File: src/rtl/atct_pkg.sv
// Shared types, character constants and expansion tables of the terminal code translator.
// No dependencies; imported by every other file but atct_if and atct_checker.
package atct_pkg;

    localparam int ATCT_QUEUE_DEPTH = 4;

    // Most results one input byte may cause; longer expansions are cut off here
    localparam int MAX_RESULTS = 24;

    // Emulation modes as held in the mode register
    typedef enum logic [2:0] {
        MODE_NONE   = 3'd0,
        MODE_FF     = 3'd1,
        MODE_AVATAR = 3'd2,
        MODE_ANSI   = 3'd3,
        MODE_VT52   = 3'd4
    } mode_t;

    // Register indexes on the configuration port
    localparam logic REG_MODE       = 1'b0;
    localparam logic REG_CLEAR_ATTR = 1'b1;

    // Control and text characters
    localparam logic [7:0] CH_ATTR_CODE  = 8'h01;
    localparam logic [7:0] CH_BLINK_CODE = 8'h02;
    localparam logic [7:0] CH_BEL        = 8'h07;
    localparam logic [7:0] CH_BS         = 8'h08;
    localparam logic [7:0] CH_LF         = 8'h0a;
    localparam logic [7:0] CH_FF         = 8'h0c;
    localparam logic [7:0] CH_CR         = 8'h0d;
    localparam logic [7:0] CH_DLE        = 8'h10;
    localparam logic [7:0] CH_CTRL_V     = 8'h16;
    localparam logic [7:0] CH_CTRL_Y     = 8'h19;
    localparam logic [7:0] CH_ESC        = 8'h1b;
    localparam logic [7:0] CH_SPACE      = 8'h20;
    localparam logic [7:0] CH_DEL        = 8'h7f;
    localparam logic [7:0] CH_LBRACKET   = 8'h5b;
    localparam logic [7:0] CH_SEMI       = 8'h3b;
    localparam logic [7:0] CH_ZERO       = 8'h30;
    localparam logic [7:0] CH_ONE        = 8'h31;
    localparam logic [7:0] CH_TWO        = 8'h32;
    localparam logic [7:0] CH_THREE      = 8'h33;
    localparam logic [7:0] CH_FOUR       = 8'h34;
    localparam logic [7:0] CH_FIVE       = 8'h35;
    localparam logic [7:0] CH_UPPER_E    = 8'h45;
    localparam logic [7:0] CH_UPPER_J    = 8'h4a;
    localparam logic [7:0] CH_LOWER_M    = 8'h6d;

    localparam logic [6:0] TIMES_MAX = 7'd127;

    // Kinds of byte sequence the back end can play out
    typedef enum logic [2:0] {
        PK_BYTE     = 3'd0,
        PK_CRLF     = 3'd1,
        PK_CLR      = 3'd2,
        PK_ESCE     = 3'd3,
        PK_BLINK    = 3'd4,
        PK_ATTR     = 3'd5,
        PK_CLR_ATTR = 3'd6,
        PK_REPEAT   = 3'd7
    } piece_kind_t;

    typedef struct packed {
        logic        valid;
        piece_kind_t kind;
        logic [7:0]  arg;
        logic [7:0]  cnt;
        logic        to_remote;
        logic        to_local;
    } piece_t;

    // One classified input: piece a first, then piece b, each with its own remote/local tags
    typedef struct packed {
        piece_t a;
        piece_t b;
    } cmd_t;

    typedef struct packed {
        logic [2:0] emulation_mode;
        logic [6:0] clear_attribute;
    } cfg_t;

    function automatic piece_t mk_piece(piece_kind_t kind, logic [7:0] arg,
                                        logic [7:0] cnt, logic r, logic l);
        piece_t p;
        p.valid     = 1'b1;
        p.kind      = kind;
        p.arg       = arg;
        p.cnt       = cnt;
        p.to_remote = r;
        p.to_local  = l;
        return p;
    endfunction

    // AVATAR colour index to ANSI colour digit
    function automatic logic [7:0] colour_digit(logic [2:0] idx);
        logic [7:0] d;
        case (idx)
            3'd0:    d = CH_ZERO;
            3'd1:    d = CH_FOUR;
            3'd2:    d = CH_TWO;
            3'd3:    d = 8'h36;
            3'd4:    d = CH_ONE;
            3'd5:    d = CH_FIVE;
            3'd6:    d = CH_THREE;
            default: d = 8'h37;
        endcase
        return d;
    endfunction

    function automatic logic [4:0] attr_len(logic [6:0] a);
        return a[3] ? 5'd12 : 5'd10;
    endfunction

    // ESC [ 0 ; 4 B ; 3 F (;1) m
    function automatic logic [7:0] attr_byte(logic [6:0] a, logic [3:0] idx);
        logic [7:0] d;
        case (idx)
            4'd0:    d = CH_ESC;
            4'd1:    d = CH_LBRACKET;
            4'd2:    d = CH_ZERO;
            4'd3:    d = CH_SEMI;
            4'd4:    d = CH_FOUR;
            4'd5:    d = colour_digit(a[6:4]);
            4'd6:    d = CH_SEMI;
            4'd7:    d = CH_THREE;
            4'd8:    d = colour_digit(a[2:0]);
            4'd9:    d = a[3] ? CH_SEMI : CH_LOWER_M;
            4'd10:   d = CH_ONE;
            default: d = CH_LOWER_M;
        endcase
        return d;
    endfunction

    // ESC [ 2 J
    function automatic logic [7:0] clr_byte(logic [1:0] idx);
        logic [7:0] d;
        case (idx)
            2'd0:    d = CH_ESC;
            2'd1:    d = CH_LBRACKET;
            2'd2:    d = CH_TWO;
            default: d = CH_UPPER_J;
        endcase
        return d;
    endfunction

    // ESC [ 5 m
    function automatic logic [7:0] blink_byte(logic [1:0] idx);
        logic [7:0] d;
        case (idx)
            2'd0:    d = CH_ESC;
            2'd1:    d = CH_LBRACKET;
            2'd2:    d = CH_FIVE;
            default: d = CH_LOWER_M;
        endcase
        return d;
    endfunction

    function automatic logic [4:0] piece_len(piece_kind_t kind, logic [7:0] arg);
        logic [4:0] n;
        case (kind)
            PK_CRLF:     n = 5'd2;
            PK_CLR:      n = 5'd4;
            PK_ESCE:     n = 5'd2;
            PK_BLINK:    n = 5'd4;
            PK_ATTR:     n = attr_len(arg[6:0]);
            PK_CLR_ATTR: n = 5'(attr_len(arg[6:0]) + 5'd4);
            default:     n = 5'd1;
        endcase
        return n;
    endfunction

    function automatic logic [7:0] piece_byte(piece_kind_t kind, logic [7:0] arg,
                                              logic [3:0] step);
        logic [7:0] d;
        case (kind)
            PK_CRLF:     d = step[0] ? CH_LF : CH_CR;
            PK_CLR:      d = clr_byte(step[1:0]);
            PK_ESCE:     d = step[0] ? CH_UPPER_E : CH_ESC;
            PK_BLINK:    d = blink_byte(step[1:0]);
            PK_ATTR:     d = attr_byte(arg[6:0], step);
            PK_CLR_ATTR: d = (step < 4'd4) ? clr_byte(step[1:0])
                                           : attr_byte(arg[6:0], 4'(step - 4'd4));
            default:     d = arg;
        endcase
        return d;
    endfunction

endpackage

File: src/rtl/atct_if.sv
// Valid/ready channel interfaces for the text input and the code output.
// Depends on nothing; used by the translator modules.
interface atct_in_if;
    logic       valid;
    logic       ready;
    logic [7:0] in_byte;

    modport source (output valid, output in_byte, input ready);
    modport sink   (input valid, input in_byte, output ready);
endinterface

interface atct_out_if;
    logic       valid;
    logic       ready;
    logic [7:0] out_byte;
    logic       to_remote;
    logic       to_local;
    logic [6:0] times;
    logic       last;

    modport source (output valid, output out_byte, output to_remote, output to_local,
                    output times, output last, input ready);
    modport sink   (input valid, input out_byte, input to_remote, input to_local,
                    input times, input last, output ready);
endinterface

File: src/rtl/atct_front.sv
// Front end: accept text bytes, track the AVATAR decode phase, classify into commands.
// Depends on atct_pkg and atct_in_if.
module atct_front
    import atct_pkg::*;
(
    input  logic        clk,
    input  logic        rst_n,
    input  cfg_t        cfg,
    atct_in_if.sink     text_ch,
    input  logic        queue_full,
    output logic        push,
    output cmd_t        push_cmd
);

    typedef enum logic [3:0] {
        PH_TEXT   = 4'b0001,
        PH_CTRLV  = 4'b0010,
        PH_ATTR   = 4'b0100,
        PH_REPEAT = 4'b1000
    } phase_t;

    phase_t     phase_reg, phase_next;
    logic [7:0] rbyte_reg, rbyte_next;
    logic       rbv_reg, rbv_next;
    logic [2:0] mode;
    logic       avt;
    logic       accept;
    logic [7:0] c;
    logic [6:0] ca;
    cmd_t       cmd;

    assign text_ch.ready = !queue_full;
    assign accept        = text_ch.valid && text_ch.ready;
    assign c             = text_ch.in_byte;
    assign ca            = cfg.clear_attribute;
    assign mode          = (cfg.emulation_mode > MODE_VT52) ? MODE_NONE : cfg.emulation_mode;
    assign avt           = (mode == MODE_AVATAR);

    always_comb
    begin
        cmd        = '0;
        phase_next = phase_reg;
        rbyte_next = rbyte_reg;
        rbv_next   = rbv_reg;
        unique case (phase_reg)
            PH_TEXT:
            begin
                if (c == CH_LF)
                begin
                    cmd.a = mk_piece(PK_CRLF, '0, '0, 1'b1, 1'b1);
                end
                else if (c == CH_FF)
                begin
                    case (mode)
                        MODE_FF:
                        begin
                            cmd.a = mk_piece(PK_BYTE, CH_FF, '0, 1'b1, 1'b0);
                            cmd.b = mk_piece(PK_CLR, '0, '0, 1'b0, 1'b1);
                        end
                        MODE_AVATAR:
                        begin
                            cmd.a = mk_piece(PK_BYTE, CH_FF, '0, 1'b1, 1'b0);
                            cmd.b = mk_piece(PK_CLR_ATTR, {1'b0, ca}, '0, 1'b0, 1'b1);
                        end
                        MODE_ANSI:
                        begin
                            cmd.a = mk_piece(PK_CLR_ATTR, {1'b0, ca}, '0, 1'b1, 1'b0);
                            cmd.b = mk_piece(PK_CLR_ATTR, {1'b0, ca}, '0, 1'b0, 1'b1);
                        end
                        MODE_VT52:
                        begin
                            cmd.a = mk_piece(PK_ESCE, '0, '0, 1'b1, 1'b0);
                            cmd.b = mk_piece(PK_CLR_ATTR, {1'b0, ca}, '0, 1'b0, 1'b1);
                        end
                        default:
                        begin
                            cmd.a = mk_piece(PK_CRLF, '0, '0, 1'b1, 1'b1);
                        end
                    endcase
                end
                else if (c == CH_CTRL_V || c == CH_CTRL_Y)
                begin
                    if (avt)
                        cmd.a = mk_piece(PK_BYTE, c, '0, 1'b1, 1'b0);
                    phase_next = (c == CH_CTRL_V) ? PH_CTRLV : PH_REPEAT;
                end
                else if (c == CH_BEL || c == CH_BS || c == CH_CR
                         || (c >= CH_SPACE && c < CH_DEL))
                begin
                    cmd.a = mk_piece(PK_BYTE, c, '0, 1'b1, 1'b1);
                end
            end
            PH_CTRLV:
            begin
                phase_next = PH_TEXT;
                if (c == CH_ATTR_CODE)
                begin
                    if (avt)
                        cmd.a = mk_piece(PK_BYTE, c, '0, 1'b1, 1'b0);
                    phase_next = PH_ATTR;
                end
                else if (c == CH_BLINK_CODE)
                begin
                    if (avt)
                        cmd.a = mk_piece(PK_BYTE, c, '0, 1'b1, 1'b0);
                    else if (mode == MODE_ANSI)
                        cmd.a = mk_piece(PK_BLINK, '0, '0, 1'b1, 1'b0);
                    if (mode > MODE_FF)
                        cmd.b = mk_piece(PK_BLINK, '0, '0, 1'b0, 1'b1);
                end
            end
            PH_ATTR:
            begin
                // DLE as attribute is ignored; keep waiting
                if (c[6:0] != CH_DLE[6:0])
                begin
                    if (avt)
                        cmd.a = mk_piece(PK_BYTE, {1'b0, c[6:0]}, '0, 1'b1, 1'b0);
                    else if (mode == MODE_ANSI)
                        cmd.a = mk_piece(PK_ATTR, {1'b0, c[6:0]}, '0, 1'b1, 1'b0);
                    if (mode > MODE_FF)
                        cmd.b = mk_piece(PK_ATTR, {1'b0, c[6:0]}, '0, 1'b0, 1'b1);
                    phase_next = PH_TEXT;
                end
            end
            PH_REPEAT:
            begin
                if (avt)
                    cmd.a = mk_piece(PK_BYTE, c, '0, 1'b1, 1'b0);
                if (!rbv_reg)
                begin
                    rbyte_next = c;
                    rbv_next   = 1'b1;
                end
                else
                begin
                    // zero count repeats nothing
                    if (c != 8'd0)
                        cmd.b = mk_piece(PK_REPEAT, rbyte_reg, c, !avt, 1'b1);
                    phase_next = PH_TEXT;
                    rbyte_next = '0;
                    rbv_next   = 1'b0;
                end
            end
        endcase
    end

    assign push     = accept && (cmd.a.valid || cmd.b.valid);
    assign push_cmd = cmd;

    always_ff @(posedge clk or negedge rst_n)
    begin
        if (!rst_n)
        begin
            phase_reg <= PH_TEXT;
            rbyte_reg <= '0;
            rbv_reg   <= 1'b0;
        end
        else if (accept)
        begin
            phase_reg <= phase_next;
            rbyte_reg <= rbyte_next;
            rbv_reg   <= rbv_next;
        end
    end

endmodule

File: src/rtl/atct_queue.sv
// Short command queue between front and back end, registers with one read port.
// Depends on atct_pkg.
module atct_queue
    import atct_pkg::*;
#(
    parameter int DEPTH = ATCT_QUEUE_DEPTH
)
(
    input  logic clk,
    input  logic rst_n,
    input  logic push,
    input  cmd_t push_cmd,
    input  logic pop,
    output logic full,
    output logic empty,
    output cmd_t head
);

    localparam int PW = $clog2(DEPTH);
    localparam int CW = $clog2(DEPTH + 1);

    cmd_t          entry_reg [DEPTH];
    logic [PW-1:0] wptr_reg, rptr_reg;
    logic [CW-1:0] count_reg;

    assign full  = (count_reg == CW'(DEPTH));
    assign empty = (count_reg == '0);
    assign head  = entry_reg[rptr_reg];

    function automatic logic [PW-1:0] wrap_inc(logic [PW-1:0] p);
        return (p == PW'(DEPTH - 1)) ? '0 : PW'(p + 1'b1);
    endfunction

    always_ff @(posedge clk)
    begin
        if (push)
            entry_reg[wptr_reg] <= push_cmd;
    end

    always_ff @(posedge clk or negedge rst_n)
    begin
        if (!rst_n)
        begin
            wptr_reg  <= '0;
            rptr_reg  <= '0;
            count_reg <= '0;
        end
        else
        begin
            if (push)
                wptr_reg <= wrap_inc(wptr_reg);
            if (pop)
                rptr_reg <= wrap_inc(rptr_reg);
            if (push && !pop)
                count_reg <= CW'(count_reg + 1'b1);
            else if (pop && !push)
                count_reg <= CW'(count_reg - 1'b1);
        end
    end

endmodule

File: src/rtl/atct_back.sv
// Back end: play out commands as result bytes, one per unstalled cycle, into an output register.
// Depends on atct_pkg and atct_out_if.
module atct_back
    import atct_pkg::*;
(
    input  logic        clk,
    input  logic        rst_n,
    input  logic        queue_empty,
    input  cmd_t        head,
    output logic        pop,
    atct_out_if.source  code_ch
);

    logic       busy_reg;
    cmd_t       cmd_reg;
    logic       sel_reg;
    logic [3:0] step_reg;
    logic [7:0] rem_reg;
    logic [4:0] nres_reg;

    logic       ov_reg;
    logic [7:0] ob_reg;
    logic       or_reg, ol_reg, olast_reg;
    logic [6:0] ot_reg;

    piece_t     p;
    logic       adv;
    logic       piece_last, cmd_last;
    logic [7:0] item_byte;
    logic [6:0] item_times;

    assign p          = sel_reg ? cmd_reg.b : cmd_reg.a;
    assign adv        = busy_reg && (!ov_reg || code_ch.ready);
    assign item_byte  = piece_byte(p.kind, p.arg, step_reg);
    assign item_times = (p.kind == PK_REPEAT) ? (rem_reg[7] ? TIMES_MAX : rem_reg[6:0])
                                              : 7'd1;
    assign piece_last = (p.kind == PK_REPEAT) ? !rem_reg[7]
                                              : ({1'b0, step_reg} == 5'(piece_len(p.kind, p.arg) - 5'd1));
    // End the command on its final piece, or drop the rest once the result limit is hit
    assign cmd_last   = (piece_last && (sel_reg || !cmd_reg.b.valid))
                        || (nres_reg == 5'(MAX_RESULTS - 1));
    assign pop        = !queue_empty && (!busy_reg || (adv && cmd_last));

    // Sequencer over the pieces of the current command
    always_ff @(posedge clk or negedge rst_n)
    begin
        if (!rst_n)
        begin
            busy_reg <= 1'b0;
        end
        else if (pop)
        begin
            busy_reg <= 1'b1;
        end
        else if (adv && cmd_last)
        begin
            busy_reg <= 1'b0;
        end
    end

    always_ff @(posedge clk)
    begin
        if (pop)
        begin
            cmd_reg  <= head;
            sel_reg  <= !head.a.valid;
            step_reg <= '0;
            rem_reg  <= head.a.valid ? head.a.cnt : head.b.cnt;
            nres_reg <= '0;
        end
        else if (adv)
        begin
            nres_reg <= 5'(nres_reg + 5'd1);
            if (!piece_last)
            begin
                step_reg <= 4'(step_reg + 4'd1);
                rem_reg  <= 8'(rem_reg - {1'b0, TIMES_MAX});
            end
            else if (!cmd_last)
            begin
                sel_reg  <= 1'b1;
                step_reg <= '0;
                rem_reg  <= cmd_reg.b.cnt;
            end
        end
    end

    // Output register
    always_ff @(posedge clk or negedge rst_n)
    begin
        if (!rst_n)
            ov_reg <= 1'b0;
        else if (adv)
            ov_reg <= 1'b1;
        else if (code_ch.ready)
            ov_reg <= 1'b0;
    end

    always_ff @(posedge clk)
    begin
        if (adv)
        begin
            ob_reg    <= item_byte;
            or_reg    <= p.to_remote;
            ol_reg    <= p.to_local;
            ot_reg    <= item_times;
            olast_reg <= cmd_last;
        end
    end

    assign code_ch.valid     = ov_reg;
    assign code_ch.out_byte  = ob_reg;
    assign code_ch.to_remote = or_reg;
    assign code_ch.to_local  = ol_reg;
    assign code_ch.times     = ot_reg;
    assign code_ch.last      = olast_reg;

endmodule

File: src/rtl/avatar_terminal_code_translator_unit.sv
// Top level of the AVATAR to terminal code translator: config registers, front, queue, back.
// Depends on atct_pkg, atct_if, atct_front, atct_queue and atct_back.
//
// Usage:
//   text_ch carries one outgoing text byte per transaction (valid/ready).
//   code_ch returns the translated bytes, one per transaction, each tagged
//   for the remote line and/or the local console, with a repeat count in
//   times and last set on the final byte an input byte caused. Inputs that
//   cause nothing (dropped bytes, code prefixes outside AVATAR mode) return no transaction.
//   The APB port holds emulation_mode at 0x0 and clear_attribute at 0x4;
//   write them only while no transaction is in flight.
// Timing:
//   The first result of an input passes the queue, the command register
//   and the output register. The back end emits one result per cycle while
//   the receiver takes them, so one input per cycle is sustained while each
//   input expands to at most one result; a longer expansion (up to 24
//   results, e.g. clear screen plus colour) holds the back end longer. The command
//   queue (QUEUE_DEPTH entries) keeps the input side moving during such bursts.
// Reset clears the decode phase, the held repeat byte, the queue and the
// output register; mode returns to none and the clear colour to cyan.
// A stalled receiver holds the output register, then fills the queue, and
// then drops text_ch.ready.
module avatar_terminal_code_translator_unit
    import atct_pkg::*;
#(
    parameter int QUEUE_DEPTH = ATCT_QUEUE_DEPTH
)
(
    input  logic        clk,
    input  logic        rst_n,
    atct_in_if.sink     text_ch,
    atct_out_if.source  code_ch,
    input  logic        psel,
    input  logic        penable,
    input  logic        pwrite,
    input  logic [2:0]  paddr,
    input  logic [31:0] pwdata,
    output logic [31:0] prdata,
    output logic        pready
);

    logic [2:0] mode_reg;
    logic [6:0] clr_attr_reg;
    cfg_t       cfg;
    logic       cfg_write;

    logic       push, pop, full, empty;
    cmd_t       push_cmd, head;

    // Register file; address bit 2 selects the register
    assign pready    = 1'b1;
    assign cfg_write = psel && penable && pwrite;

    always_ff @(posedge clk or negedge rst_n)
    begin
        if (!rst_n)
        begin
            mode_reg     <= MODE_NONE;
            clr_attr_reg <= 7'd3;
        end
        else if (cfg_write)
        begin
            if (paddr[2] == REG_MODE)
                mode_reg <= pwdata[2:0];
            else
                clr_attr_reg <= pwdata[6:0];
        end
    end

    assign prdata = (paddr[2] == REG_CLEAR_ATTR) ? {25'd0, clr_attr_reg}
                                                 : {29'd0, mode_reg};

    assign cfg.emulation_mode  = mode_reg;
    assign cfg.clear_attribute = clr_attr_reg;

    // Classify each byte and advance the decode phase
    atct_front u_front (
        .clk        (clk),
        .rst_n      (rst_n),
        .cfg        (cfg),
        .text_ch    (text_ch),
        .queue_full (full),
        .push       (push),
        .push_cmd   (push_cmd)
    );

    // Decouple classification from playout
    atct_queue #(
        .DEPTH (QUEUE_DEPTH)
    ) u_queue (
        .clk      (clk),
        .rst_n    (rst_n),
        .push     (push),
        .push_cmd (push_cmd),
        .pop      (pop),
        .full     (full),
        .empty    (empty),
        .head     (head)
    );

    // Expand commands into result bytes
    atct_back u_back (
        .clk         (clk),
        .rst_n       (rst_n),
        .queue_empty (empty),
        .head        (head),
        .pop         (pop),
        .code_ch     (code_ch)
    );

endmodule

File: src/flat_wrapper.sv
// flat-port wrapper written by rule: the top's interface ports become plain ports
module avatar_terminal_code_translator_unit_flat import atct_pkg::*;
#(
    parameter int QUEUE_DEPTH = ATCT_QUEUE_DEPTH
)
  (clk, rst_n, psel, penable, pwrite, paddr, pwdata, prdata, pready, text_ch_valid, text_ch_in_byte, text_ch_ready, code_ch_valid, code_ch_out_byte, code_ch_to_remote, code_ch_to_local, code_ch_times, code_ch_last, code_ch_ready);
  atct_in_if text_ch_i ();
  atct_out_if code_ch_i ();
  input  logic clk;
  input  logic rst_n;
  input  logic psel;
  input  logic penable;
  input  logic pwrite;
  input  logic [2:0] paddr;
  input  logic [31:0] pwdata;
  output logic [31:0] prdata;
  output logic pready;
  input wire logic [$bits(text_ch_i.valid)-1:0] text_ch_valid;
  input wire logic [$bits(text_ch_i.in_byte)-1:0] text_ch_in_byte;
  output wire logic [$bits(text_ch_i.ready)-1:0] text_ch_ready;
  output wire logic [$bits(code_ch_i.valid)-1:0] code_ch_valid;
  output wire logic [$bits(code_ch_i.out_byte)-1:0] code_ch_out_byte;
  output wire logic [$bits(code_ch_i.to_remote)-1:0] code_ch_to_remote;
  output wire logic [$bits(code_ch_i.to_local)-1:0] code_ch_to_local;
  output wire logic [$bits(code_ch_i.times)-1:0] code_ch_times;
  output wire logic [$bits(code_ch_i.last)-1:0] code_ch_last;
  input wire logic [$bits(code_ch_i.ready)-1:0] code_ch_ready;
  assign text_ch_i.valid = text_ch_valid;
  assign text_ch_i.in_byte = text_ch_in_byte;
  assign text_ch_ready = text_ch_i.ready;
  assign code_ch_valid = code_ch_i.valid;
  assign code_ch_out_byte = code_ch_i.out_byte;
  assign code_ch_to_remote = code_ch_i.to_remote;
  assign code_ch_to_local = code_ch_i.to_local;
  assign code_ch_times = code_ch_i.times;
  assign code_ch_last = code_ch_i.last;
  assign code_ch_i.ready = code_ch_ready;
  avatar_terminal_code_translator_unit #(.QUEUE_DEPTH(QUEUE_DEPTH)) u_core (.clk(clk), .rst_n(rst_n), .text_ch(text_ch_i), .code_ch(code_ch_i), .psel(psel), .penable(penable), .pwrite(pwrite), .paddr(paddr), .pwdata(pwdata), .prdata(prdata), .pready(pready));
endmodule
File: config.mk
export PLATFORM = sky130hd
export DESIGN_NAME = avatar_terminal_code_translator_unit_flat
export DESIGN_NICKNAME = d
export VERILOG_FILES = /design/src/rtl/atct_pkg.sv /design/src/rtl/atct_if.sv /design/src/rtl/atct_front.sv /design/src/rtl/atct_queue.sv /design/src/rtl/atct_back.sv /design/src/rtl/avatar_terminal_code_translator_unit.sv /design/src/flat_wrapper.sv
export SDC_FILE = /design/constraint.sdc
export NUM_CORES = 1
export LEC_CHECK = 0
export BUFFER_PORTS_ARGS = -buffer_cell sky130_fd_sc_hd__buf_2
export CAP_MARGIN = 20
export CORE_UTILIZATION = 35
export CTS_CLUSTER_SIZE = 28
export DETAILED_ROUTE_END_ITERATION = 7
export HOLD_SLACK_MARGIN = 0.06
export PLACE_DENSITY = 0.63
export SLEW_MARGIN = 20
export SYNTH_ARGS = -nofsm -noshare
export SYNTH_HDL_FRONTEND = slang
export SYNTH_SLANG_ARGS = --single-unit
File: constraint.sdc
create_clock -name clk -period 3.3 [get_ports clk]
set_input_delay 0.33 -clock clk [delete_from_list [all_inputs] [get_ports clk]]
set_output_delay 0.33 -clock clk [all_outputs]
set_load 0.05 [all_outputs]
Yosys cells after proc, flatten, opt, wreduce, memory -nomap -nowiden
Memories as Yosys holds them, arrays and structs flattened.
Cells that the tools add are included.

operators by class
  $add $sub $neg = 10
  equality and inequality tests = 72
  reductions and logical operators = 56
  multiplexer cells = 71
  $lt $le $gt $ge = 5
  bitwise logic cells = 2

operators with widths
  operator                                                               count
  22-bit 2-to-1 mux                                                      17
  44-bit one-hot mux with 4 select lines                                 1
  44-bit 2-to-1 mux                                                      2
  8-bit one-hot mux with 10 select lines                                 1
  7-bit one-hot mux with 10 select lines                                 1
  21-bit one-hot mux with 3 select lines                                 1
  8-bit 2-to-1 mux                                                       7
  8-bit one-hot mux with 6 select lines                                  1
  22-bit one-hot mux with 2 select lines                                 1
  3-bit one-hot mux with 7 select lines                                  2
  7-bit one-hot mux with 3 select lines                                  2
  3-bit equality test, second input constant                             12
  4-bit by 3-bit equality test with 1-bit output, second input constant  9
  8-bit by 4-bit equality test with 1-bit output, second input constant  4
  4-bit 2-to-1 mux                                                       8
  4-bit equality test, second input constant                             7
  7-bit 2-to-1 mux                                                       4
  3-bit by 2-bit equality test with 1-bit output, second input constant  8
  21-bit 2-to-1 mux                                                      1
  4-bit by 2-bit equality test with 1-bit output, second input constant  5
  5-bit one-hot mux with 4 select lines                                  1
  3-bit 2-to-1 mux                                                       6
  8-bit by 5-bit equality test with 1-bit output, second input constant  2
  4-bit one-hot mux with 4 select lines                                  1
  other kinds (43)                                                       112

storage, ports and cells
  flip-flop bits (word level) = 111
  input bits = 50
  memories = 1
  memory bits (writable) = 176
  output and inout bits = 53

memory list
  name                      words  width  rd ports  clocked after memory_dff  write ports  RTL line          text
  u_core.u_queue.entry_reg  4      44     1         0                         1            atct_queue.sv:22  cmd_t entry_reg [DEPTH];

Depth between registers and ports, before layout
Gate-level depths: netlist of the first run.

  depth in word-level cells = 15
  depth in mapped cells = 15

By module
From an unflattened synthesis of the first run, not the netlist that was laid out.

second synthesis, totals
  cells, all modules = 919
  area, all modules = 13295.3 um^2

by module, submodules not included
  module                                cells each  instances  area each (um^2)  sequential area each (um^2)
  atct_queue                            267         1          6826.5            5460.2
  atct_back                             388         1          4159.0            2092.0
  atct_front                            206         1          1626.6            326.6
  avatar_terminal_code_translator_unit  58          1          683.2             252.7

Worst setup path before layout of the first run
OpenSTA, ideal clock, no wires.

  path kind = reg2reg
  start = reg u_core.u_back.step_reg[2]
  end = reg u_core.u_queue.count_reg[1]
  library setup time = 125 ps
  cell stages (with the launch flop) = 13
  data arrival time = 3230 ps
  period minus slack after synthesis = 3355 ps
  required time = 3175 ps
  path slack = -55 ps
  path through = dfxtp_1 > buf_4 > inv_2 > mux4_2 > o221ai_1 > nor2_2 > o41ai_4 > buf_4 > inv_2 > ha_1 > inv_1 > fa_1 > mux2_2

on the way
  cells in the longest elaborated chain, start to end = 10
  elaborated cells on any way between the ends = 12
  classes of those cells = 1 x eq/ne; 2 x mux; 9 x reduce/logical

ends and longest elaborated chain
  what                                                           RTL line                                    text
  start, declared                                                atct_back.sv:17                             logic [3:0] step_reg;
  start signal, assigned                                         atct_back.sv:76                             step_reg <= 4'(step_reg + 4'd1);
  4-bit by 5-bit equality test with 1-bit output (*)             atct_back.sv:38                             : ({1'b0, step_reg} == 5'(piece_len(p.kind, p.arg) - 5'd1));
  1-bit 2-to-1 mux (*)                                           atct_back.sv:37                             assign piece_last = (p.kind == PK_REPEAT) ? !rem_reg[7]
  1-bit logical AND (*)                                          atct_back.sv:40                             assign cmd_last = (piece_last && (sel_reg || !cmd_reg.b.valid))
  1-bit logical OR (*)                                           atct_back.sv:41                             || (nres_reg == 5'(MAX_RESULTS - 1));
  1-bit logical AND (*)                                          atct_back.sv:42                             assign pop = !queue_empty && (!busy_reg || (adv && cmd_last));
  1-bit logical OR (*)                                           atct_back.sv:42
  1-bit logical AND (*)                                          atct_back.sv:42
  via u_core.pop                                                 avatar_terminal_code_translator_unit.sv:47  logic push, pop, full, empty;
  1-bit logical NOT                                              atct_queue.sv:54                            if (push && !pop)
  1-bit logical AND                                              atct_queue.sv:54
  3-bit 2-to-1 mux / 2-bit nonzero test (equally long branches)  -
  end signal, assigned                                           atct_queue.sv:55                            count_reg <= CW'(count_reg + 1'b1);
  end signal, assigned                                           atct_queue.sv:57                            count_reg <= CW'(count_reg - 1'b1);
  end, declared                                                  atct_queue.sv:24                            logic [CW-1:0] count_reg;

The timed path passes the listed nets; every way through them passes the cells marked *.
A chain may end at the register's enable or synchronous reset.

Worst setup path after layout of the first run
  start = reg u_core.u_back.sel_reg
  end = reg u_core.u_queue.count_reg[1]

on the way
  cells in the longest elaborated chain, start to end = 15
  elaborated cells on any way between the ends = 27
  classes of those cells = 2 x add/sub; 8 x eq/ne; 5 x mux; 12 x reduce/logical

ends and longest elaborated chain
  what                                                                                 RTL line          text
  start, declared                                                                      atct_back.sv:16   logic sel_reg;
  start signal, assigned                                                               atct_back.sv:66   sel_reg <= !head.a.valid;
  21-bit 2-to-1 mux                                                                    atct_back.sv:32   assign p = sel_reg ? cmd_reg.b : cmd_reg.a;
  3-bit 2-to-1 mux (tied with other cells)                                             atct_pkg.sv:112   return a[3] ? 5'd12 : 5'd10;
  4-bit by 3-bit adder with 5-bit output / 2-bit OR reduction (equally long branches)  -
  5-bit one-hot mux with 4 select lines                                                atct_pkg.sv:161   case (kind)
  5-bit by 1-bit subtractor with 5-bit output                                          atct_back.sv:38
  4-bit by 5-bit equality test with 1-bit output                                       atct_back.sv:38
  1-bit 2-to-1 mux                                                                     atct_back.sv:37
  1-bit logical AND (*)                                                                atct_back.sv:40
  1-bit logical OR (*)                                                                 atct_back.sv:41
  1-bit logical AND (*)                                                                atct_back.sv:42
  1-bit logical OR (*)                                                                 atct_back.sv:42
  1-bit logical AND (*)                                                                atct_back.sv:42
  1-bit logical NOT                                                                    atct_queue.sv:54
  1-bit logical AND                                                                    atct_queue.sv:54
  3-bit 2-to-1 mux / 2-bit nonzero test (equally long branches)                        -

Mark *: on every way between the ends. The rest lies on a longest branch, timed or not.

==> results of run 1 <==
[worst paths after layout]
check / startpoint / end / slack (ns) / cells after the start
min: pwdata[0] / u_core.mode_reg[0] / 0.08 / 2
max reg2reg: u_core.u_back.sel_reg / u_core.u_queue.count_reg[1] / 0.23 / 12
min in group asynchronous: rst_n / u_core.u_front.phase_reg[3] / 0.45 / 2
min reg2reg: u_core.u_front.rbyte_reg[7] / u_core.u_front.rbyte_reg[7] / 0.48 / 2
max: u_core.u_back.sel_reg / u_core.u_queue.count_reg[1] / 0.23 / 12
max in group asynchronous: rst_n / u_core.u_queue.rptr_reg[0] / 2.27 / 2
[layout make-up]
class	count	share of cell area, %
clock buffers	31	5.02
clock inverters	12	0.755
inverters	18	0.523
multi-input cells	546	31.1
flip-flops and latches	238	53.4
well taps	402	3.89
repair buffers	95	5.32
[repair_timing]
item                       4_1_cts  5_1_grt
gates resized for setup          0        2
hold endpoints to repair        35        0
setup endpoints to repair        0        2
hold buffers                     7        0
[per-layer routing]
layer  vias up  GRT usage [%]
li1       3347              -
met1      3404           19.8
met2       182           22.3
met3        42           2.17
met4         0           4.00
met5         -              0
[critical path: stages, from the launching register on]
cell	delay [ns]
edfxtp_1	0.42
buf_12	0.19
mux2_4	0.31
nand3_1	0.18
buf_4	0.21
o22ai_1	0.18
nor2_2	0.12
o41ai_4	0.36
inv_2	0.06
ha_1	0.19
inv_1	0.07
fa_1	0.40
mux2_2	0.26
[metrics by stage]
step	hold slack (ns)	cell area, um^2	total power, mW	util [%]	std cells
6_report	0.0850	12900	11.3	40.8	1342
5_1_grt	0.0704	12900	12.0	40.8	1342
4_1_cts	0.0666	12900	11.4	40.8	1342
3_5_place_dp	0.468	12100	8.76	38.2	1292
3_3_place_gp	0.453	12100	8.68	38.2	1292
2_1_floorplan	0.0344	11400	7.61	-	876
[placed cells by master (no fill, tap or decap), drive strengths merged, types with 30 or more instances in the layout]
master / netlist / layout
nand2: 65 / 65
buf: 42 / 88
edfxtp: 197 / 197
mux4: 34 / 34
o21ai: 51 / 51
a21oi: 39 / 39
nor2: 60 / 60
clkbuf: 32 / 31
nand3: 30 / 30
[report_power, final]
part	total [mW]	switching, mW	internal [mW]
Sequential	4.68	0.444	4.24
Clock	2.58	1.10	1.47
Combinational	4.02	2.42	1.59
[logic make-up after synthesis]
kind of cell,after synthesis,share of synthesized area [%]
other cells,2,0.0665
flops,238,61.1
mux,81,11.5
compound gates,159,9.12
buf+inv,92,4.24
xor+xnor,19,1.47
simple gates,247,10.8
fa+ha+maj,14,1.62
==> flow_summary_export.csv, run 1 <==
group,metric,value,unit
route,wl_met3,1020,um
placed_design,gp_congestion,0.868,
placed_design,post-place-ws,0.209,ns
global_route,antenna_found_initial,0,
clock_network,clk_latency,0.51,ns
route,dr.pass1.iters,5,
sta,fin_worst_skew,0.00924,ns
flow_run,cap_violations,0,
clock_network,cts_tree,"yes",
global_route,grt_pass1_vias,6789,
yosys,syn_area,0.0113,mm^2
layout,syn2layout_area_growth,14.4,%
global_route,grt_first_pass_wirelength,37100,um
die,coreArea,0.0316,mm^2
sta,max_clock_freq,326,MHz
route,drt-met1-wl,10800,um
route,first_iter_violations,619,
route,met2_length,10500,um
critical_path,critical_path_required,3.70,ns
route,drc,0,
clock_network,cts_sinks,238,
route,top_layer,"met4",
yosys,synthTopCellsByCount,"edfxtp_1, nand2_1, nor2_1, o21ai_0, a21oi_1",
sta,setup_ws,0.229,ns
layout,drive_gt1_share,21.8,%
yosys,synth.most_common_cell,"edfxtp_1",
status,status,"completed",
sta,setup_tns,0,ns
yosys,synth_edf_count,197,
critical_path,cp-start-kind,"flop",
yosys,ys_warn_count,0,
sta,setup-violations-final,0,
yosys,synthArstFlopShare,13.4,%
route,vias,6975,
route,ant_nets,0,
critical_path,critical_path_class,"reg -> reg",
layout,n_fill_cell,2938,
sta,fin_crit,3.07,ns
sta,rsz0062_at_grt,"false",
yosys,synthTopCellsByArea,"edfxtp_1, mux4_2, dfrtp_1",
pwr,power_leakage,4.67,nW
route,wl_per_cell,17.1,um
yosys,yosysSeqAreaShare,61.1,%
global_route,track_usage,14.0,%
clock_network,cts_max_level,1,
route,drt-total-wl,22900,um
yosys,synth_ff_type,"edfxtp_1",
layout,regArea,0.00690,mm^2
die,rows,65,
sta,tightest_slew,0.851,ns
pwr,p_per_area,873,mW/mm^2
clock_network,cts_inserted_buffers,24,
yosys,yosysTopAreaCellShare,52.4,%
placed_design,hpwl,15600,um
sta,period_share,93.1,%
placed_design,port_buffers,49,
layout,diodes,0,
die,die_w,182,um
layout,multi_input_area,0.00401,mm^2
clock_network,cts_setup_buffers,0,
sta,relSlewSlack,43.3,%
sta,timing_hold_violations_final,0,
clock_network,cts-root-buf,"clkbuf_16",
yosys,netlist.top_cell.by_area,"edfxtp_1",
global_route,overflow,0,
clock_network,clock_path_buffers,3,
yosys,syn_avg_cell_area,13.3,um^2
critical_path,setup.worst_path.end_class,"flop",
die,die_h,182,um
pwr,ir_worst_vdd,0.348,mV
sta,slew_violations,0,
min_path,hold_class,"in -> reg",
yosys,ys_ff_latch,238,
clock_network,clk_pin_slew_worst_paths,0.06,ns
yosys,synthDistinctLibCells,73,
route,viasPerCell,5.20,
die,dieArea,0.0330,mm^2
critical_path,path_max_fanout,19,
die,ioPinCount,103,
yosys,syn_inst,852,
layout,num-nets-final,987,
die,initial_core_util,35.7,%
layout,largest_reg_flops,136,
global_route,grt_max_degree,61,
critical_path,worstPathArrival,3.47,ns
No activity file was read; power rests on OpenSTA's default activity.
==> inputs of run 2 (changes only) <==
--- a/config.mk
+++ b/config.mk
@@ -12,7 +12,7 @@
 export DETAILED_ROUTE_END_ITERATION = 7
 export HOLD_SLACK_MARGIN = 0.06
 export PLACE_DENSITY = 0.63
-export SLEW_MARGIN = 20
+export SLEW_MARGIN = 0
 export SYNTH_ARGS = -nofsm -noshare
 export SYNTH_HDL_FRONTEND = slang
 export SYNTH_SLANG_ARGS = --single-unit
==> constraint.sdc (replaced) <==
create_clock -name clk -period 3.3 [get_ports clk]
set_input_delay 0 -clock clk [delete_from_list [all_inputs] [get_ports clk]]
set_output_delay 0 -clock clk [all_outputs]
set_load 0.05 [all_outputs]
==> run 2 against run 1 <==
Clock power up 11%. First-iteration DRC count up 13%. Core utilization up 0.60 points. Highest routed layer unchanged. Global-route usage up 0.30 points. Non-clock buffer count up 6. Clock skew up 0.0059 ns.
==> flow_summary_export.csv, run 2 (same netlist as run 1, synthesis figures left out) <==
group,metric,value,unit
clock_network,clk_latency,0.52,ns
layout,diodes,0,
critical_path,r2r_setup_slack,0.21,ns
global_route,overflow,0,
sta,fin_worst_skew,0.0151,ns
pwr,power_leakage,4.74,nW
status,status,"completed",
layout,num-nets-final,995,
global_route,grt_pass1_vias,6875,
die,die_w,182,um
placed_design,post_dp_cell_area,0.0120,mm^2
layout,largest_reg_flops,136,
layout,syn2layout_area_growth,16.1,%
layout,drive_gt1_share,20.8,%
layout,final_cell_mix,"edfxtp_1, nand2_1, nor2_1, buf_2, o21ai_0",
placed_design,hpwl,15500,um
flow_run,cap_violations,0,
clock_network,cts-root-buf,"clkbuf_16",
route,dr.pass1.iters,5,
sta,tightest_slew,1.04,ns
route,viasPerCell,5.21,
layout,n_fill_cell,2888,
die,die_h,182,um
sta,timing_hold_violations_final,0,
sta,fin_crit,3.09,ns
route,vias,7037,
die,coreArea,0.0316,mm^2
min_path,hold_class,"in -> async",
placed_design,gp_congestion,0.916,
sta,period_share,93.5,%
layout,multi_input_area,0.00401,mm^2
layout,final_common_cell,"edfxtp_1",
pwr,p_per_area,883,mW/mm^2
sta,relSlewSlack,30.3,%
critical_path,cp_cell_sequence,"or4b_1, a31oi_1, a21oi_1, a32oi_1, nor2_1, nor2_2, ha_1, inv_1, fa_1, xor2_1, nor2_1, xor2_1",
die,dieArea,0.0330,mm^2
global_route,grt_first_pass_wirelength,37600,um
critical_path,cp-start-kind,"flop",
critical_path,critical_path_class,"reg -> reg",
critical_path,path_max_fanout,9,
sta,slew_violations,0,
placed_design,port_buffers,49,
layout,regArea,0.00690,mm^2
route,wl_per_cell,17.4,um
pwr,power,11.6,mW
clock_network,cts_max_level,1,
sta,max_clock_freq,324,MHz
critical_path,critical_path.slowest_cell,"or4b_1",
die,ioPinCount,103,
route,drt-total-wl,23500,um
clock_network,clk_pin_slew_worst_paths,0.07,ns
die,initial_core_util,35.7,%
pwr,ir_worst_vdd,0.367,mV
critical_path,worstPathArrival,3.52,ns
route,drc,0,
global_route,track_usage,14.3,%
clock_network,cts_inserted_buffers,26,
clock_network,clock_path_buffers,3,
route,first_iter_violations,698,
route,ant_nets,0,
global_route,grt_max_degree,61,
global_route,antenna_found_initial,0,
clock_network,cts_sinks,238,
sta,rsz0062_at_grt,"false",
sta,setup-violations-final,0,
sta,setup_tns,0,ns
critical_path,slowest_delay,0.58,ns
clock_network,cts_tree,"yes",
die,rows,65,
critical_path,setup.worst_path.end_class,"flop",
layout,postLayoutCellArea,0.0131,mm^2
clock_network,cts_setup_buffers,0,
critical_path,critical_path_required,3.73,ns
==> run 2: cell count changes in the layout (fill, tap and decap cells not counted), moves of 2 or more <==
| cell | change |
|---|---|
| buf_4 | -11 |
| bufinv_16 | +2 |
| clkbuf_1 | -3 |
| clkbuf_16 | +2 |
| clkinv_1 | +3 |
| dlygate4sd3_1 | +17 |
==> run 2: through the flow <==
step	worst slack (ns)	hold slack (ns)	cells	utilization (%)
floorplan	0.0346	-0.296	876	-
global placement	0.277	0.147	1281	38.0
detailed placement	0.235	0.144	1281	38.0
CTS	0.204	0.122	1351	41.4
global route	0.0427	0.168	1351	41.4
finish	0.215	0.114	1351	41.4
==> run 2: area by class of cell <==
| class | instances | area share [%] |
|---|---|---|
| Tap cell | 402 | 3.84 |
| Sequential cell | 238 | 52.6 |
| Timing Repair Buffer | 101 | 5.91 |
| Clock buffer | 30 | 5.24 |
| Inverter | 18 | 0.515 |
| Clock inverter | 16 | 1.23 |
| Multi-Input combinational cell | 546 | 30.6 |
==> run 2: path summary, 6_finish.rpt <==
check / start / end / depth (start not counted)
min in group clk: paddr[2] / u_core.clr_attr_reg[3] / 3
setup / recovery: u_core.u_front.phase_reg[1] / u_core.u_queue.count_reg[2] / 12
setup reg to reg: u_core.u_front.phase_reg[1] / u_core.u_queue.count_reg[2] / 12
hold / removal: rst_n / u_core.u_front.phase_reg[1] / 2
hold reg to reg: u_core.u_front.rbyte_reg[3] / u_core.u_front.rbyte_reg[3] / 2
max in group asynchronous: rst_n / u_core.u_queue.rptr_reg[0] / 2
==> run 2: metal layers <==
metal,global-route usage (%),wire length [um],part of all wire (%),up-vias
li1,-,-,-,3348
met1,20.5,11100,47,3443
met2,22.9,10800,46,216
met3,2.13,1160,5.0,30
met4,3.36,385,1.6,0
met5,0,0,0,-
==> run 2: critical path: cells and delay by family (launching register included) <==
family          cells  cell delay, ns
xor+xnor            2            0.32
flops               1            0.45
simple gates        4            1.02
fa+ha+maj           2            0.58
compound gates      3            0.56
buf+inv             1            0.06
==> run 2: repair_timing <==
action                                  4_1_cts  5_1_grt
endpoints found under the hold margin        79        0
hold buffers                                 24        0
endpoints found under the setup margin        0        2
gates resized for setup                       0        2
==> run 2: report_power, final <==
part | internal (mW) | total [mW] | switching [mW] | leakage, nW
combinational | 1.58 | 4.02 | 2.44 | 2.03
clock | 1.72 | 2.86 | 1.14 | 0.413
sequential | 4.24 | 4.69 | 0.451 | 2.29
total | 7.54 | 11.6 | 4.03 | 4.74
==> inputs of run 3 (changes only) <==
--- a/config.mk
+++ b/config.mk
@@ -5,6 +5,7 @@
 export SDC_FILE = /design/constraint.sdc
 export NUM_CORES = 1
 export LEC_CHECK = 0
+export ABC_AREA = 1
 export BUFFER_PORTS_ARGS = -buffer_cell sky130_fd_sc_hd__buf_2
 export CAP_MARGIN = 20
 export CORE_UTILIZATION = 35
==> run 3 against run 2 <==
Register-to-register slack improved by 0.06 ns. Hold slack got worse by 0.021 ns. Clock-buffer cell count up 5. Critical path depth up 3. Core utilization is 0.14 points lower. Largest power group is now combinational cells.
==> flow_summary_export.csv, run 3 <==
group,metric,value,unit
layout,drive_gt1_share,13.0,%
layout,postLayoutCellArea,0.0130,mm^2
layout,multi_input_area,0.00362,mm^2
global_route,grt_first_pass_wirelength,41100,um
clock_network,cts_sinks,238,
clock_network,clk_latency,0.53,ns
sta,rsz0062_at_grt,"false",
global_route,grt_max_degree,52,
yosys,netlist.top_cell.by_area,"edfxtp_1",
critical_path,cp-startpoint,"u_core.u_front.phase_reg[0]",
critical_path,timing.rr.start,"u_core.u_front.phase_reg[0]",
sta,relSlewSlack,49.0,%
pwr,p_int,7.25,mW
critical_path,r2r_setup_slack,0.27,ns
route,drc,0,
global_route,grtUsageMet3,2.04,%
critical_path,cp.depth,15,
pwr,switching_power,4.84,mW
critical_path,slowest_delay,0.55,ns
route,drt-total-wl,25600,um
layout,num-nets-final,1277,
pwr,p_comb_share,39.5,%
critical_path,setup.worst_path.end_class,"flop",
die,die_h,181,um
critical_path,cpMostUsedCell,"inv_1",
die,ioPinCount,103,
global_route,antenna_found_initial,0,
sta,setup_ws,0.275,ns
global_route,grt-busiest-layer,"met2",
route,dr.pass1.iters,5,
sta,setup-violations-final,0,
sta,max_clock_freq,331,MHz
placed_design,port_buffers,49,
sta,slew_violations,0,
critical_path,worstPathArrival,3.43,ns
flow_run,cap_violations,0,
yosys,yosysTopAreaCellShare,52.6,%
layout,n_fill_cell,3029,
critical_path,worst-path-buf-inv,3,
critical_path,crit_end,"u_core.u_queue.count_reg[1]",
clock_network,cts_inserted_buffers,25,
layout,syn2layout_area_growth,16.0,%
clock_network,cts_max_level,1,
layout,final_cell_mix,"edfxtp_1, nand2_1, nor2_1, inv_1, o21ai_0",
pwr,p_clk_share,21.2,%
layout,regArea,0.00690,mm^2
min_path,hold_class,"in -> async",
yosys,synth_edf_count,197,
layout,diodes,0,
yosys,syn_area,0.0112,mm^2
sta,timing_hold_violations_final,0,
sta,period_share,91.7,%
pwr,ir_worst_vdd,0.432,mV
yosys,synth_ff_type,"edfxtp_1",
yosys,synthTopCellsByCount,"edfxtp_1, nand2_1, nor2_1, inv_1, o21ai_0",
die,rows,65,
yosys,syn_inst,1121,
route,wl_per_cell,15.7,um
yosys,syn_avg_cell_area,10.0,um^2
die,initial_core_util,35.6,%
sta,tightest_slew,0.764,ns
die,dieArea,0.0328,mm^2
critical_path,r2r_end,"u_core.u_queue.count_reg[1]",
layout,utilization,41.3,%
placed_design,post_dp_cell_area,0.0121,mm^2
sta,fin_crit,3.03,ns
global_route,overflow,0,
clock_network,cts-root-buf,"clkbuf_16",
route,vias,8181,
global_route,track_usage,15.7,%
pwr,sw_frac_of_total,40.0,%
pwr,p_seq_share,39.3,%
layout,finalNonFillerCells,1634,
critical_path,cp-start-kind,"flop",
critical_path,cp_cell_sequence,"nor2_1, inv_1, nor3_4, nor2_1, nand2_2, nor2_2, nand2_1, o21ai_1, nand3_1, nand2_2, inv_1, ha_1, inv_1, fa_1, mux2_2",
sta,fin_worst_skew,0.0167,ns
critical_path,critical_path.slowest_cell,"dfstp_2",
yosys,yosysSeqAreaShare,61.4,%
die,coreArea,0.0316,mm^2
pwr,power_leakage,5.17,nW
yosys,synthTopCellsByArea,"edfxtp_1, dfrtp_1, nand2_1",
critical_path,critical_path_class,"reg -> reg",
global_route,met2_usage,25.0,%
critical_path,path_max_fanout,10,
route,first_iter_violations,841,
yosys,synth.most_common_cell,"edfxtp_1",
global_route,use_met1,22.0,%
placed_design,gp_congestion,0.917,
clock_network,clk_pin_slew_worst_paths,0.06,ns
yosys,synthArstFlopShare,13.4,%
placed_design,post-place-ws,0.198,ns
status,status,"completed",
clock_network,clock_path_buffers,3,
yosys,synthDistinctLibCells,53,
yosys,ys_warn_count,0,
global_route,grt_pass1_vias,7695,
critical_path,critical-path-top-delay-family,"simple AND/OR/NAND/NOR gates",
route,ant_nets,0,
layout,final_common_cell,"edfxtp_1",
yosys,ys_ff_latch,238,
critical_path,reg2reg_depth,15,
pwr,p_per_area,927,mW/mm^2
pwr,power,12.1,mW
die,die_w,181,um
layout,largest_reg_flops,136,
critical_path,critical_path_required,3.71,ns
route,viasPerCell,5.01,
clock_network,cts_tree,"yes",
placed_design,hpwl,17600,um
placed_design,placed_cells,1566,
-- run 3: cell families after synthesis --
logic type	share of synthesized area, %
muxes	0.401
other	0.0668
and+or+nand+nor	16.2
DFF	61.4
xor gates and xnor gates	0.935
buffers and inverters	7.60
adders and majority gates	1.63
AOI/OAI and AO/OA	11.8
-- run 3: final cells by class --
cell class,count,share of cell area (%)
clock buffers,35,5.17
clock inverters,11,0.518
inverters,130,3.78
multi-input cells,716,27.8
flip-flops and latches,238,53.0
well taps,402,3.86
repair buffers,102,5.91
-- run 3: worst min path at each step --
stage                     start                     endpoint  cells past startpoint
after CTS                 rst_n           u_core.mode_reg[2]                      2
final                     rst_n           u_core.mode_reg[2]                      2
after detailed placement  rst_n  u_core.u_front.phase_reg[2]                      1
after global placement    rst_n  u_core.u_front.phase_reg[2]                      1
after floorplan           rst_n       u_core.clr_attr_reg[2]                      0
after global routing      rst_n  u_core.u_front.phase_reg[2]                      2
-- run 3: what timing repair did --
| action | CTS | global route |
|---|---|---|
| setup endpoints to repair | 0 | 2 |
| endpoints found under the hold margin | 84 | 0 |
| gates resized for setup | 0 | 6 |
| setup buffers | 0 | 1 |
| hold buffers | 21 | 0 |
-- run 3: power by group through the flow --
stage / Clock (mW) / Sequential (mW) / Combinational, mW
finish: 2.57 / 4.75 / 4.77
global route: 2.73 / 4.84 / 5.31
CTS: 2.62 / 4.76 / 4.77
detailed placement: 0 / 4.81 / 4.74
global placement: 0 / 4.79 / 4.67
floorplan: 0 / 4.95 / 3.16
-- run 3: through the flow --
| step | hold WS, ns | TNS (ns) |
|---|---|---|
| 3_3_place_gp | 0.127 | 0 |
| 3_5_place_dp | 0.130 | 0 |
| 4_1_cts | 0.105 | 0 |
| 6_report | 0.0933 | 0 |
| 5_1_grt | 0.150 | 0 |
| 2_1_floorplan | -0.296 | -10.11 |
-- run 3: metal layers --
metal,vias to the layer above,part of all wire [%]
met3,50,4.7
met5,-,0
met4,0,2.6
li1,3996,-
met1,3888,48
met2,247,45
